`src/hdl/assert_macros.svh`:
```
// assertion macros used by the top-level rtl file
`ifndef ASSERT_MACROS_SVH
`define ASSERT_MACROS_SVH

// clocked check, held off while reset is asserted
`define RBTU_ASSERT(label, prop, msg) \
  label: assert property (@(posedge clk_i) disable iff (!rst_ni) (prop)) else $error(msg);

// clocked check that also runs during reset
`define RBTU_ASSERT_ALWAYS(label, prop, msg) \
  label: assert property (@(posedge clk_i) (prop)) else $error(msg);

`endif

```
`src/hdl/rbtu_pkg.sv`:
```
// types and constants of the raster border timing unit
`default_nettype none

package rbtu_pkg;

  localparam int unsigned RegCount = 64;
  localparam int unsigned RegIdxW  = $clog2(RegCount);

  typedef enum logic [1:0] {
    OP_TICK  = 2'd0,
    OP_WRITE = 2'd1,
    OP_READ  = 2'd2
  } opcode_e;

  // register offsets
  localparam logic [RegIdxW-1:0] RegCtrlY   = 6'h11;
  localparam logic [RegIdxW-1:0] RegRaster  = 6'h12;
  localparam logic [RegIdxW-1:0] RegCtrlX   = 6'h16;

  // beam timing
  localparam logic [5:0] LastCycle     = 6'd62;
  localparam logic [8:0] LastLine      = 9'd312;
  localparam logic [5:0] FetchCycles   = 6'd40;
  localparam logic [5:0] BadlineCycle  = 6'd5;
  localparam logic [8:0] BadlineFirst  = 9'h030;
  localparam logic [8:0] BadlineLast   = 9'h0f7;
  localparam logic [5:0] VisibleFirst  = 6'd10;
  localparam logic [5:0] VisibleLast   = 6'd59;
  localparam logic [8:0] FirstX        = 9'h194;

  // window edges
  localparam logic [9:0] Left40   = 10'd24;
  localparam logic [9:0] Right40  = 10'd344;
  localparam logic [9:0] Left38   = 10'd31;
  localparam logic [9:0] Right38  = 10'd335;
  localparam logic [8:0] Top25    = 9'd51;
  localparam logic [8:0] Bottom25 = 9'd251;
  localparam logic [8:0] Top24    = 9'd59;   // 51 + 8, less the scroll
  localparam logic [8:0] Bottom24 = 9'd243;  // 251 - 8, plus the scroll

  typedef struct packed {
    logic [1:0]         opcode;
    logic [RegIdxW-1:0] reg_index;
    logic [7:0]         write_data;
  } in_item_t;

  typedef struct packed {
    logic [7:0] read_data;
    logic [8:0] raster_line;
    logic [5:0] cycle_index;
    logic       visible_cycle;
    logic [7:0] border_mask;
    logic       cpu_stall;
    logic       badline_start;
    logic       frame_end;
  } out_item_t;

endpackage

`default_nettype wire

```
`src/hdl/raster_border_timing_unit.sv`:
```
// top level of the raster border timing unit
`default_nettype none

// Raster beam counter, bad line detection and border flip-flops behind a
// 64-byte register window.
//
// channels: one input beat per item (tick, register write or register read)
// on in_valid_i / in_stall_o / in_data_i, one result beat per item on
// out_valid_o / out_stall_i / out_data_o. valid/stall handshake: a beat moves
// on a rising edge with valid high and stall low.
//
// pipeline: an accepted item sits in the input register (where the register
// file has already been read) and is worked on there; its result is then
// registered in the output register. throughput is one item per cycle while
// the receiver does not stall; the eight border pixels of a tick come from one
// chain of eight flag updates in the cycle in which the tick is worked on.
//
// reset: counters at line 0 cycle 0, no fetch running, both border flags set,
// the register file reads as all zero (per-byte valid bits cleared at once).
//
// stall: when the receiver stalls, the output register holds its beat and the
// input register still takes one more beat; after that in_stall_o rises.

`include "assert_macros.svh"

module raster_border_timing_unit (
  input  wire logic                clk_i,
  input  wire logic                rst_ni,
  input  wire logic                in_valid_i,
  output      logic                in_stall_o,
  input  wire rbtu_pkg::in_item_t  in_data_i,
  output      logic                out_valid_o,
  input  wire logic                out_stall_i,
  output      rbtu_pkg::out_item_t out_data_o
);

  // handshake and pipeline control
  logic in_accept;
  logic s1_move;
  logic s1_valid_q;
  rbtu_pkg::in_item_t s1_item_q;
  logic out_valid_q;
  rbtu_pkg::out_item_t out_item_q;
  rbtu_pkg::out_item_t out_item_d;

  // register file: one write and one registered read per cycle
  logic [7:0] reg_mem [rbtu_pkg::RegCount];
  logic [rbtu_pkg::RegCount-1:0] reg_vld_q;
  logic [7:0] rd_mem_q;
  logic rd_vld_q;

  // shadow copies of the control bytes used by every tick
  logic [7:0] ctrl_y_q, ctrl_y_d;
  logic [7:0] ctrl_x_q, ctrl_x_d;

  // beam state
  logic [8:0] line_q, line_d;
  logic [5:0] cycle_q, cycle_d;
  logic [5:0] fetch_cnt_q, fetch_cnt_d;
  logic main_flag_q, main_flag_d;
  logic vert_flag_q, vert_flag_d;

  // terms watched by the checks
  logic fetch_start;
  logic stall_and_start;

  // the result register frees up when empty or taken this cycle
  assign s1_move     = s1_valid_q && (!out_valid_q || !out_stall_i);
  assign in_stall_o  = s1_valid_q && !s1_move;
  assign in_accept   = in_valid_i && !in_stall_o;
  assign out_valid_o = out_valid_q;
  assign out_data_o  = out_item_q;

  always_ff @(posedge clk_i or negedge rst_ni) begin
    if (!rst_ni) begin
      s1_valid_q  <= 1'b0;
      out_valid_q <= 1'b0;
    end else begin
      if (in_accept) begin
        s1_valid_q <= 1'b1;
      end else if (s1_move) begin
        s1_valid_q <= 1'b0;
      end
      if (s1_move) begin
        out_valid_q <= 1'b1;
      end else if (!out_stall_i) begin
        out_valid_q <= 1'b0;
      end
    end
  end

  always_ff @(posedge clk_i) begin
    if (in_accept) begin
      s1_item_q <= in_data_i;
    end
    if (s1_move) begin
      out_item_q <= out_item_d;
    end
  end

  // writes land at acceptance, so any later read, other than of the raster register, sees them
  always_ff @(posedge clk_i) begin
    if (in_accept && (in_data_i.opcode == rbtu_pkg::OP_WRITE)) begin
      reg_mem[in_data_i.reg_index] <= in_data_i.write_data;
    end
    if (in_accept) begin
      rd_mem_q <= reg_mem[in_data_i.reg_index];
    end
  end

  always_ff @(posedge clk_i or negedge rst_ni) begin
    if (!rst_ni) begin
      reg_vld_q <= '0;
      rd_vld_q  <= 1'b0;
    end else if (in_accept) begin
      if (in_data_i.opcode == rbtu_pkg::OP_WRITE) begin
        reg_vld_q[in_data_i.reg_index] <= 1'b1;
      end
      rd_vld_q <= reg_vld_q[in_data_i.reg_index];
    end
  end

  // beam and border state moves only when an item is worked on
  always_ff @(posedge clk_i or negedge rst_ni) begin
    if (!rst_ni) begin
      ctrl_y_q    <= '0;
      ctrl_x_q    <= '0;
      line_q      <= '0;
      cycle_q     <= '0;
      fetch_cnt_q <= '0;
      main_flag_q <= 1'b1;
      vert_flag_q <= 1'b1;
    end else if (s1_move) begin
      ctrl_y_q    <= ctrl_y_d;
      ctrl_x_q    <= ctrl_x_d;
      line_q      <= line_d;
      cycle_q     <= cycle_d;
      fetch_cnt_q <= fetch_cnt_d;
      main_flag_q <= main_flag_d;
      vert_flag_q <= vert_flag_d;
    end
  end

  // item processing
  always_comb begin
    logic [2:0] scroll;
    logic rows25;
    logic disp_on;
    logic cols40;
    logic [8:0] edge_top;
    logic [8:0] edge_bot;
    logic [9:0] edge_left;
    logic [9:0] edge_right;
    logic [8:0] x_base;
    logic [9:0] x_pix;
    logic mf;
    logic vf;
    logic [8:0] line_nx;

    scroll     = ctrl_y_q[2:0];
    rows25     = ctrl_y_q[3];
    disp_on    = ctrl_y_q[4];
    cols40     = ctrl_x_q[3];
    edge_top   = rows25 ? rbtu_pkg::Top25 : (rbtu_pkg::Top24 - 9'(scroll));
    edge_bot   = rows25 ? rbtu_pkg::Bottom25 : (rbtu_pkg::Bottom24 + 9'(scroll));
    edge_left  = cols40 ? rbtu_pkg::Left40 : rbtu_pkg::Left38;
    edge_right = cols40 ? rbtu_pkg::Right40 : rbtu_pkg::Right38;
    // x of the first pixel wraps at nine bits
    x_base     = rbtu_pkg::FirstX + {cycle_q, 3'b000};
    x_pix      = '0;
    mf         = main_flag_q;
    vf         = vert_flag_q;
    line_nx    = '0;

    ctrl_y_d    = ctrl_y_q;
    ctrl_x_d    = ctrl_x_q;
    line_d      = line_q;
    cycle_d     = cycle_q;
    fetch_cnt_d = fetch_cnt_q;
    main_flag_d = main_flag_q;
    vert_flag_d = vert_flag_q;

    out_item_d               = '0;
    out_item_d.raster_line   = line_q;
    out_item_d.cycle_index   = cycle_q;

    case (s1_item_q.opcode)
      rbtu_pkg::OP_WRITE: begin
        if (s1_item_q.reg_index == rbtu_pkg::RegCtrlY) begin
          ctrl_y_d = s1_item_q.write_data;
        end
        if (s1_item_q.reg_index == rbtu_pkg::RegCtrlX) begin
          ctrl_x_d = s1_item_q.write_data;
        end
      end
      rbtu_pkg::OP_READ: begin
        if (s1_item_q.reg_index == rbtu_pkg::RegRaster) begin
          out_item_d.read_data = line_q[7:0];
        end else if (rd_vld_q) begin
          out_item_d.read_data = rd_mem_q;
        end
      end
      rbtu_pkg::OP_TICK: begin
        // character fetch countdown
        if (fetch_cnt_q != '0) begin
          fetch_cnt_d          = fetch_cnt_q - 6'd1;
          out_item_d.cpu_stall = 1'b1;
        end else if ((cycle_q == rbtu_pkg::BadlineCycle)
                     && (line_q >= rbtu_pkg::BadlineFirst)
                     && (line_q <= rbtu_pkg::BadlineLast)
                     && (line_q[2:0] == scroll)) begin
          fetch_cnt_d              = rbtu_pkg::FetchCycles;
          out_item_d.badline_start = 1'b1;
        end

        // eight pixels, flags carried from one to the next
        if ((cycle_q >= rbtu_pkg::VisibleFirst) && (cycle_q <= rbtu_pkg::VisibleLast)) begin
          out_item_d.visible_cycle = 1'b1;
          for (int i = 0; i < 8; i++) begin
            x_pix = {1'b0, x_base} + 10'(i);
            if (x_pix == edge_right) begin
              mf = 1'b1;
            end else if ((x_pix == edge_left) && (line_q == edge_bot)) begin
              vf = 1'b1;
            end else if (disp_on && (x_pix == edge_left) && (line_q == edge_top)) begin
              vf = 1'b0;
            end
            if ((x_pix == edge_left) && !vf) begin
              mf = 1'b0;
            end
            out_item_d.border_mask[7-i] = mf || vf;
          end
        end

        // beam advance, vertical edges checked on the new line
        if (cycle_q == rbtu_pkg::LastCycle) begin
          cycle_d = '0;
          if (line_q == rbtu_pkg::LastLine) begin
            line_nx              = '0;
            out_item_d.frame_end = 1'b1;
          end else begin
            line_nx = line_q + 9'd1;
          end
          line_d = line_nx;
          if (line_nx == edge_bot) begin
            vf = 1'b1;
          end else if ((line_nx == edge_top) && disp_on) begin
            vf = 1'b0;
          end
        end else begin
          cycle_d = cycle_q + 6'd1;
        end

        main_flag_d = mf;
        vert_flag_d = vf;
      end
      default: begin
        // unused opcode: no effect
      end
    endcase
  end

  // checks
  assign fetch_start     = s1_move && out_item_d.badline_start;
  assign stall_and_start = out_data_o.cpu_stall && out_data_o.badline_start;

  `RBTU_ASSERT(a_fetch_range, fetch_cnt_q <= rbtu_pkg::FetchCycles, "fetch countdown out of range")
  `RBTU_ASSERT(a_cycle_range, cycle_q <= rbtu_pkg::LastCycle, "cycle counter out of range")
  `RBTU_ASSERT(a_line_range, line_q <= rbtu_pkg::LastLine, "line counter out of range")
  `RBTU_ASSERT(a_start_loads, fetch_start |=> fetch_cnt_q == rbtu_pkg::FetchCycles, "no load")
  `RBTU_ASSERT(a_stall_xor_start, out_valid_o |-> !stall_and_start, "stall with fetch start")

endmodule

`default_nettype wire
```
`config.mk`:
```
export PLATFORM = sky130hd
export DESIGN_NAME = raster_border_timing_unit
export DESIGN_NICKNAME = d
export VERILOG_FILES = /design/src/hdl/rbtu_pkg.sv /design/src/hdl/raster_border_timing_unit.sv
export VERILOG_INCLUDE_DIRS = /design/src /design/src/hdl
export SDC_FILE = /design/constraint.sdc
export NUM_CORES = 1
export LEC_CHECK = 0
export BUFFER_PORTS_ARGS = -buffer_cell sky130_fd_sc_hd__buf_4
export CAP_MARGIN = 20
export CORE_MARGIN = 4
export CORE_UTILIZATION = 55
export CTS_BUF_LIST = sky130_fd_sc_hd__clkbuf_4 sky130_fd_sc_hd__clkbuf_8
export CTS_CLUSTER_SIZE = 12
export DETAILED_ROUTE_END_ITERATION = 8
export PLACE_DENSITY = 0.74
export SLEW_MARGIN = 20
export SYNTH_ARGS = -nofsm -noshare
export SYNTH_HDL_FRONTEND = slang
export SYNTH_SLANG_ARGS = --single-unit
```
`constraint.sdc`:
```
create_clock -name clk_i -period 2.5 [get_ports clk_i]
set_clock_uncertainty 0.2 [all_clocks]
set_input_delay 0.375 -clock clk_i [delete_from_list [all_inputs] [get_ports clk_i]]
set_output_delay 0.375 -clock clk_i [all_outputs]
set_load 0.02 [all_outputs]
```
==> out/qor.yml <==
outcome: "finished, violations left"
failed_checks: "negative setup slack"
design_area_um2: 32700
p_leak_nw: 12.2
grt_pass1_wl_um: 109000
totalWireLength_um: 72600
cts_root_buffer: "clkbuf_8"
start_util_pct: 55.9
antenna_found_initial: 0
crit_fanout: 5
grt_pass1_vias: 17400
final_cell_mix: "563 x edfxtp_1, 345 x buf_4, 146 x nor2_1"
synthSimpleGateAreaFrac_pct: 7.65
min_period_ns: 2.53
clk_pin_slew_ns: 0.06
track_usage_pct: 27.6
setup_ws_ns: -0.0334
die_area_um2: 52400
ys_seq_elements: 659
cap_violations: 0
drive_above_1_share_pct: 34.5
path_class: "register to register"
slew_headroom_pct: 28.9
cp-start-kind: "register"
p_seq_share_pct: 51.2
synth_edf_count: 563
cts_tree: "yes"
hold_path_class: "input port to register"
hold_viol_final: 0
layout_commonest_cell: "edfxtp_1"
die_h_um: 229
rsz0062_at_grt: "yes"
place.gp.congestion: 0.954
vias: 17400
synth_mux_area_share_pct: 9.27
num_io_pins: 57
dr.pass1.iters: 6
min_period_over_period_pct: 101
finalSetupViolCount: 1
ant_nets: 0
synthDistinctLibCells: 77
ir_drop_mv: 0.595
coreArea_um2: 47900
insertion_delay_ns: 0.70
p_sw_mw: 5.69
power_density_nw_per_um2: 735
synth_seq_area_share_pct: 72.0
max_freq_mhz: 395
p_clk_share_pct: 39.1
cts_buffers: 103
ys_warn_count: 0
synth-main-ff-cell: "edfxtp_1"
htree_levels: 3
drv_slew: 0
initialDrtViolationCount: 2171
clock_sinks: 659
dpl_cell_area_um2: 30300
numPortBuffers: 56
synth-xor-area-share_pct: 0.882
synth_cells: 1690
synthToLayoutAreaGrowth_pct: 21.9
clockBufferDepth: 3
synth_top_family_by_area: "multiplexers"
drc: 0
viasPerCell: 6.25
tns_ns: -0.0334
rows: 80
dp_hpwl_um: 48100
synthAdderAreaFrac_pct: 0.513
worstPathRequired_ns: 2.76
p_int_mw: 18.4
worstPathArrival_ns: 2.79
die_x_um: 229
fillers: 3138
grt_overflow: 0
netlist_area_um2: 26800
nets: 2119
swShare_pct: 23.7
combPwrFrac_pct: 9.7
n_antenna_cell: 0
async_flop_share_pct: 14.6
wl_per_cell_um: 26.0
critPathCaptureType: "register"
synth_area_per_cell_um2: 15.9
synth_compound_area_share_pct: 7.66
tightest_slew_ns: 1.06
synthesis.nets: 1721
grt_max_degree: 66
-- timing repair --
item,4_1_cts,5_1_grt
hold buffers,12,0
setup endpoints to repair,17,50
gates resized for setup,9,17
pin swaps,2,3
endpoints found under the hold margin,106,0
buffers inserted,0,3
-- power by group through the flow --
stage | Combinational [mW] | Clock [mW] | Sequential, mW
5_1_grt | 2.47 | 10.1 | 12.3
3_3_place_gp | 2.16 | 0 | 12.5
6_report | 2.33 | 9.40 | 12.3
2_1_floorplan | 1.09 | 0 | 12.5
3_5_place_dp | 2.23 | 0 | 12.5
4_1_cts | 2.28 | 9.52 | 12.3
-- cells in the mapped netlist (all sizes together) (12+ instances only) --
library cell | count | share of area [%]
nor2 | 151 | 2.1
nor3 | 16 | 0.30
buf | 65 | 1.4
a22oi | 45 | 1.3
clkbuf | 29 | 0.41
nor2b | 18 | 0.42
a21oi | 75 | 1.4
a22o | 14 | 0.46
nand3 | 25 | 0.49
xor2 | 15 | 0.49
mux2 | 43 | 1.8
xnor2 | 12 | 0.39
o22ai | 32 | 0.75
mux2i | 76 | 2.8
mux4 | 55 | 4.6
nand2 | 59 | 0.84
a221oi | 39 | 1.3
inv | 15 | 0.21
o21ai | 46 | 0.86
dfrtp | 94 | 8.8
or2 | 67 | 1.6
nand2b | 14 | 0.33
edfxtp | 563 | 63
-- registers in the layout (all words and copies together), names as in the netlist, 5 cells and up --
signal / count
ctrl_y_q: 5
cycle_q: 6
fetch_cnt_q: 6
line_q: 9
out_data_o: 30
rd_mem_q: 8
reg_mem: 512
reg_vld_q: 64
s1_item_q: 13
-- final cells by class --
cell class                 instances  area [µm²]  area share [%]
inverter                          15        60.1           0.184
clock buffer                     136        1730            5.30
clock inverter                    55         445            1.36
sequential                       659       19300            59.1
tap                              615         769            2.35
timing repair buffer             387        3300            10.1
multi-input combinational        922        7060            21.6
-- kinds of logic (layout without fill, tap and decap cells) --
| kind of cell | Yosys count | after routing |
|---|---|---|
| AO/OA/AOI/OAI | 303 | 303 |
| adder cells (fa/ha/maj) | 11 | 11 |
| multiplexers | 174 | 174 |
| XOR/XNOR | 27 | 27 |
| flip-flops | 659 | 659 |
| AND/OR/NAND/NOR | 407 | 407 |
| buffers and inverters | 109 | 593 |
-- through the flow --
| step | cells | hold slack, ns | utilization (%) | setup slack [ns] | power [mW] |
|---|---|---|---|---|---|
| 3_5_place_dp | 2583 | 0.174 | 63.1 | -0.503 | 14.7 |
| 2_1_floorplan | 1690 | -0.121 | - | -0.103 | 13.6 |
| 3_3_place_gp | 2583 | 0.177 | 63.1 | -0.480 | 14.7 |
| 4_1_cts | 2786 | 0.0188 | 68.0 | -0.0155 | 24.1 |
| 5_1_grt | 2789 | 0.0201 | 68.2 | -0.117 | 24.9 |
| 6_report | 2789 | 0.0325 | 68.2 | -0.0334 | 24.0 |
-- critical path, stage by stage, from the launching register on --
cell and delay (ns):
dfrtp_2 0.45, ha_4 0.20, xor2_2 0.15, or3_4 0.35, a2111oi_4 0.34, a211oi_2 0.10, o32a_1 0.33, o21a_1 0.18
-- final timing paths --
kind / start / endpoint / slack [ns] / cells after the start
worst max-delay path: cycle_q[2] / out_data_o[6] / -0.03 / 7
worst min-delay path: in_data_i[6] / reg_mem[9][6] / 0.03 / 1
worst max register to register: cycle_q[2] / out_data_o[6] / -0.03 / 7
worst min register to register: reg_vld_q[29] / reg_vld_q[29] / 0.26 / 1
max in group asynchronous: rst_ni / reg_vld_q[42] / 1.71 / 3
min in group asynchronous: rst_ni / vert_flag_q / 0.10 / 2
-- per-layer routing --
| metal | global-route usage, % | vias up | routed length (µm) |
|---|---|---|---|
| met1 | 38.2 | 8705 | 28100 |
| met2 | 42.8 | 1093 | 33600 |
| met3 | 7.61 | 207 | 8190 |
| met5 | 0 | - | 0 |
| met4 | 9.38 | 0 | 2740 |
| li1 | - | 7413 | - |
Note: power is estimated with default switching activity, not from simulation.
